File: src/rtl/pip_pkg.sv
// Shared constants, register codes and control structs for the point-in-polygon block.
// No dependencies; every file of the block but pip_out_if refers to this package by scoped names.
package pip_pkg;

  // Default sizing handed to the top level
  localparam int MAX_EDGES_DEF  = 64;
  localparam int COORD_BITS_DEF = 16;

  // Fixed field widths
  localparam int EDGE_IDX_W = 6;
  localparam int EDGE_CNT_W = 7;
  localparam int RADIUS_W   = 33;
  localparam int CFG_IW     = 2;
  localparam int CFG_DW     = 33;

  localparam logic [RADIUS_W-1:0] RADIUS_RST = {RADIUS_W{1'b1}};

  // Request kinds
  localparam logic REQ_LOAD  = 1'b0;
  localparam logic REQ_QUERY = 1'b1;

  // Configuration register indexes
  typedef enum logic [CFG_IW-1:0] {
    REG_EDGE_COUNT = 2'd0,
    REG_CENTER_X   = 2'd1,
    REG_CENTER_Y   = 2'd2,
    REG_RADIUS_SQ  = 2'd3
  } cfg_reg_t;

  // Controller to datapath
  typedef struct packed {
    logic wr_edge;   // write the accepted edge into the table
    logic load_pt;   // capture the query point
    logic walk_clr;  // clear edge counter and winding sum
    logic issue;     // read the next edge
    logic out_load;  // load the result register
  } pip_cmd_t;

  // Datapath to controller
  typedef struct packed {
    logic bound_ok;    // point lies inside the bounding circle
    logic n_zero;      // no edges in use
    logic last_issue;  // current read is the last edge
    logic pipe_busy;   // edges still in flight
    logic out_free;    // result register can take a new value
  } pip_sts_t;

endpackage

File: src/rtl/pip_ctrl.sv
// Controller state machine: sequences edge loads, the bound check, the edge walk
// and result delivery. Depends on pip_pkg for the command and status structs.
module pip_ctrl (
  input  logic              clk,
  input  logic              rst_n,
  input  logic              in_valid,
  input  logic              in_req_type,
  output logic              in_ready,
  output pip_pkg::pip_cmd_t cmd,
  input  pip_pkg::pip_sts_t sts
);

  typedef enum logic [5:0] {
    ST_IDLE  = 6'b000001,
    ST_SQ    = 6'b000010,
    ST_CMP   = 6'b000100,
    ST_WALK  = 6'b001000,
    ST_DRAIN = 6'b010000,
    ST_DONE  = 6'b100000
  } state_t;

  state_t state_r, state_nxt;
  logic   accept;

  assign in_ready = (state_r == ST_IDLE);
  assign accept   = in_valid & in_ready;

  // Next state and commands
  always_comb begin
    state_nxt    = state_r;
    cmd          = '0;
    case (state_r)
      ST_IDLE: begin
        cmd.wr_edge = accept & (in_req_type == pip_pkg::REQ_LOAD);
        cmd.load_pt = accept & (in_req_type == pip_pkg::REQ_QUERY);
        if (accept && (in_req_type == pip_pkg::REQ_QUERY)) begin
          state_nxt = ST_SQ;
        end
      end
      ST_SQ: begin
        // squares settle this cycle; reset the walk meanwhile
        cmd.walk_clr = 1'b1;
        state_nxt    = ST_CMP;
      end
      ST_CMP: begin
        if (!sts.bound_ok || sts.n_zero) begin
          state_nxt = ST_DONE;
        end else begin
          state_nxt = ST_WALK;
        end
      end
      ST_WALK: begin
        cmd.issue = 1'b1;
        if (sts.last_issue) begin
          state_nxt = ST_DRAIN;
        end
      end
      ST_DRAIN: begin
        if (!sts.pipe_busy) begin
          state_nxt = ST_DONE;
        end
      end
      ST_DONE: begin
        if (sts.out_free) begin
          cmd.out_load = 1'b1;
          state_nxt    = ST_IDLE;
        end
      end
      default: begin
        state_nxt = ST_IDLE;
      end
    endcase
  end

  always_ff @(posedge clk) begin
    if (!rst_n) begin
      state_r <= ST_IDLE;
    end else begin
      state_r <= state_nxt;
    end
  end

endmodule

File: config.mk
export PLATFORM = sky130hd
export DESIGN_NAME = pip_ctrl
export DESIGN_NICKNAME = d
export VERILOG_FILES = /design/src/rtl/pip_pkg.sv /design/src/rtl/pip_ctrl.sv
export SDC_FILE = /design/constraint.sdc
export NUM_CORES = 1
export LEC_CHECK = 0
export BUFFER_PORTS_ARGS = -buffer_cell sky130_fd_sc_hd__buf_4
export CAP_MARGIN = 20
export CORE_AREA = 2 2 39 41
export CTS_CLUSTER_SIZE = 10
export DETAILED_ROUTE_END_ITERATION = 12
export DIE_AREA = 0 0 41 43
export PLACE_DENSITY = 0.61
export SKIP_LAST_GASP = 1
export SYNTH_ARGS = -nofsm -noshare
export SYNTH_HDL_FRONTEND = slang
export SYNTH_SLANG_ARGS = --single-unit
export TNS_END_PERCENT = 5
File: constraint.sdc
create_clock -name clk -period 1.39 [get_ports clk]
set_input_delay 0.278 -clock clk [delete_from_list [all_inputs] [get_ports clk]]
set_output_delay 0.278 -clock clk [all_outputs]
set_load 0.01 [all_outputs]
==> results.md <==
- Core area: 1380 um2
- Via count: 458
- Placed Instance Area: 589 um2
- Worst Path Max Fanout: 6
- Initial DRC count: 6
- Register Area: 124 um2
- Ports: 15
- Final hold slack: 0.278 ns
- Sequential area share after synthesis: 0.289
- Cells after Synth: 51
- Post-synth cell types: 30
- VDD IR max: 0.000353 V
- Final #Nets: 85
- Cell Pwr Density: 686 nW/um2
- Avg Cell Area, Syn: 8.15 um2
- # clock sinks: 6
- Final Cell Area: 654 um2
- Vias in the first global route: 444
- Worst-margin pin slew: 0.328 ns
- Failing checks: setup timing
- Fmax: 615 MHz
- Hold Violations, Final: 0
- Total Routing Usage GR: 0.156
- Largest cells by area after synthesis: dfxtp_1 (29%), and2_1 (4.5%), nand2b_1 (4.5%), nor3_1 (3.6%), nor3b_1 (3.6%)
- Die width: 41 um
- DR pass1 iterations: 4
- Gpl congestion: 0.773
- Routed Antenna Nets: 0
- Setup TNS Final: -1.16 ns
- Clock skew: 0.00226 ns
- WP data arrival: 1.35 ns
- Residual DRC: 0
- Final Slew Violations: 0
- Hold Path Class: input pin to flip-flop
- CTS tree: built
- Total Die Area: 1760 um2
- Max clock buf depth: 2
- TritonCTS buffer count: 3
- Final worst slack: -0.235 ns
- RSZ-0062 raised after global routing: yes
- Area growth syn-to-layout: 57.5%
- Worst path max stage delay: 0.43 ns
- Seq cells post-synth: 6
- Clock root buffer master: clkbuf_4
- Synthesized area: 415 um2
- Final min period: 1.62 ns
- Highest routed layer: met4
- Max-slew headroom: 0.778
- Met1 wire length: 496 um
- Largest net degree at the start of global routing: 9
- Clock Latency Late Sink: 0.24 ns
- Wire length per cell after detailed routing: 12.8 um
- Post-route clock period utilization: 1.17
- Worst path slowest cell: or3_4
- Biggest regs: state_r x6
- Finish-stage setup viols: 7
- Synthesized net count: 60
- Initial antenna violation count: 0
- Layout fillers: 145
- Yosys top cell by area: dfxtp_1
- Antenna fix cells: 0
- Crit Path Class: flip-flop to output pin
- Power, Total: 449 uW
- Port bufs: 14
- H-tree levels: 1
- Area taken by multi-input logic gates: 304 um2
- Initial core utilization: 0.300
- Max reg flops: 6
- Synth top area share: 0.289
- Leak: 0.286 nW
- Grt total ovfl: 0
- Reg with most FFs: state_r
- Ratio of cells with drive above 1 in the final layout: 0.554
- Met2 routed WL: 589 um
- DR vias/cell: 5.09
- Critical Path End Type: output pin
- Hold-fix buffers, CTS: 0
- Status: finished with violations
- CP cell instances: or3_4 -> nor4_2 -> buf_4
- Final wirelength: 1150 um
- Die Y: 43 um
- Crit path launch type: flip-flop
- Met3 wire length: 40 um
- First-pass GRT wire length: 1840 um
- Clk pin slew, worst setup/hold paths: 0.04 ns
- Row cnt: 14
- YS warnings: 0
- Crit path required time: 1.11 ns
- Post-DP HPWL: 799 um
- Max cap viols: 0
## layer usage
metal  GRT usage  up-vias
met1       0.188      212
met5           0        -
met4       0.100        0
li1            -      233
met2       0.228       11
met3      0.0471        2
## worst paths after layout
| path | cells after the start | slack, ns | end | from |
|---|---|---|---|---|
| setup / recovery | 3 | -0.23 | cmd[0] | state_r[4] |
| hold reg to reg | 2 | 0.66 | state_r[2] | state_r[5] |
| setup reg to reg | 4 | -0.12 | state_r[0] | state_r[4] |
| hold / removal | 2 | 0.28 | state_r[5] | rst_n |
## power breakdown
part | internal [mW] | total (mW) | switching [mW]
registers | 0.178 | 0.181 | 0.00378
clock network | 0.0973 | 0.155 | 0.0578
logic | 0.0594 | 0.112 | 0.0525
total | 0.334 | 0.449 | 0.114
## synthesized netlist by cell type
library cell,count
a21boi_2,1
a21o_1,1
a21oi_1,1
a31oi_1,1
a32o_1,1
and2_1,3
and3_1,1
and3b_1,1
buf_2,1
buf_4,1
buf_6,1
dfxtp_1,6
inv_1,3
nand2_1,3
nand2b_1,3
nand3_1,2
nor2_1,3
nor2b_1,2
nor3_1,3
nor3b_1,2
nor4_1,2
o211ai_2,1
o21a_1,1
o21ai_0,1
o21ai_2,1
o311ai_0,1
o32ai_1,1
or3_1,1
or3b_2,1
or4b_4,1
## cells in the final DEF, fill, tap and decap left out, drive strengths merged
master / n
a32o: 1
and2: 3
a31oi: 1
o211ai: 1
o21ai: 2
nand3: 2
nor3b: 2
nor2: 3
or3: 1
clkbuf: 3
o21a: 1
nor3: 3
and3: 1
nor4: 2
dfxtp: 6
nand2b: 3
o311ai: 1
a21boi: 1
or4b: 1
nor2b: 2
buf: 23
inv: 3
a21oi: 1
and3b: 1
o32ai: 1
nand2: 3
or3b: 1
a21o: 1
## repair_timing
item,CTS,global route
gates cloned,0,0
gates resized for setup,3,5
setup endpoints to repair,8,9
setup buffers,0,1
pin swaps,1,2
## cell families (layout without fill, tap and decap cells)
| group | Yosys count | in the layout | share of synthesized area |
|---|---|---|---|
| AOI/OAI and AO/OA | 11 | 11 | 0.220 |
| and+or+nand+nor | 28 | 28 | 0.407 |
| buffers and inverters | 6 | 29 | 0.0843 |
| DFF | 6 | 6 | 0.289 |
## critical path: cells and delay by family, from the launching register on
family / cells / cell delay [ns]
and+or+nand+nor: 2 / 0.65
DFF: 1 / 0.31
buffers and inverters: 1 / 0.16
## area by class of cell
type | count | area share
clock buffer | 3 | 0.0344
inverter | 3 | 0.0172
multi-input combinational | 39 | 0.465
sequential | 6 | 0.189
tap | 16 | 0.0306
timing repair buffer | 23 | 0.264
## per-stage QoR
| stage | util | setup WS, ns | cells |
|---|---|---|---|
| floorplan | - | -0.140 | 51 |
| global placement | 0.426 | -0.111 | 86 |
| detailed placement | 0.426 | -0.146 | 86 |
| CTS | 0.454 | -0.273 | 89 |
| global route | 0.473 | -0.292 | 90 |
| finish | 0.473 | -0.235 | 90 |
No activity file was read; power rests on OpenSTA's default activity.
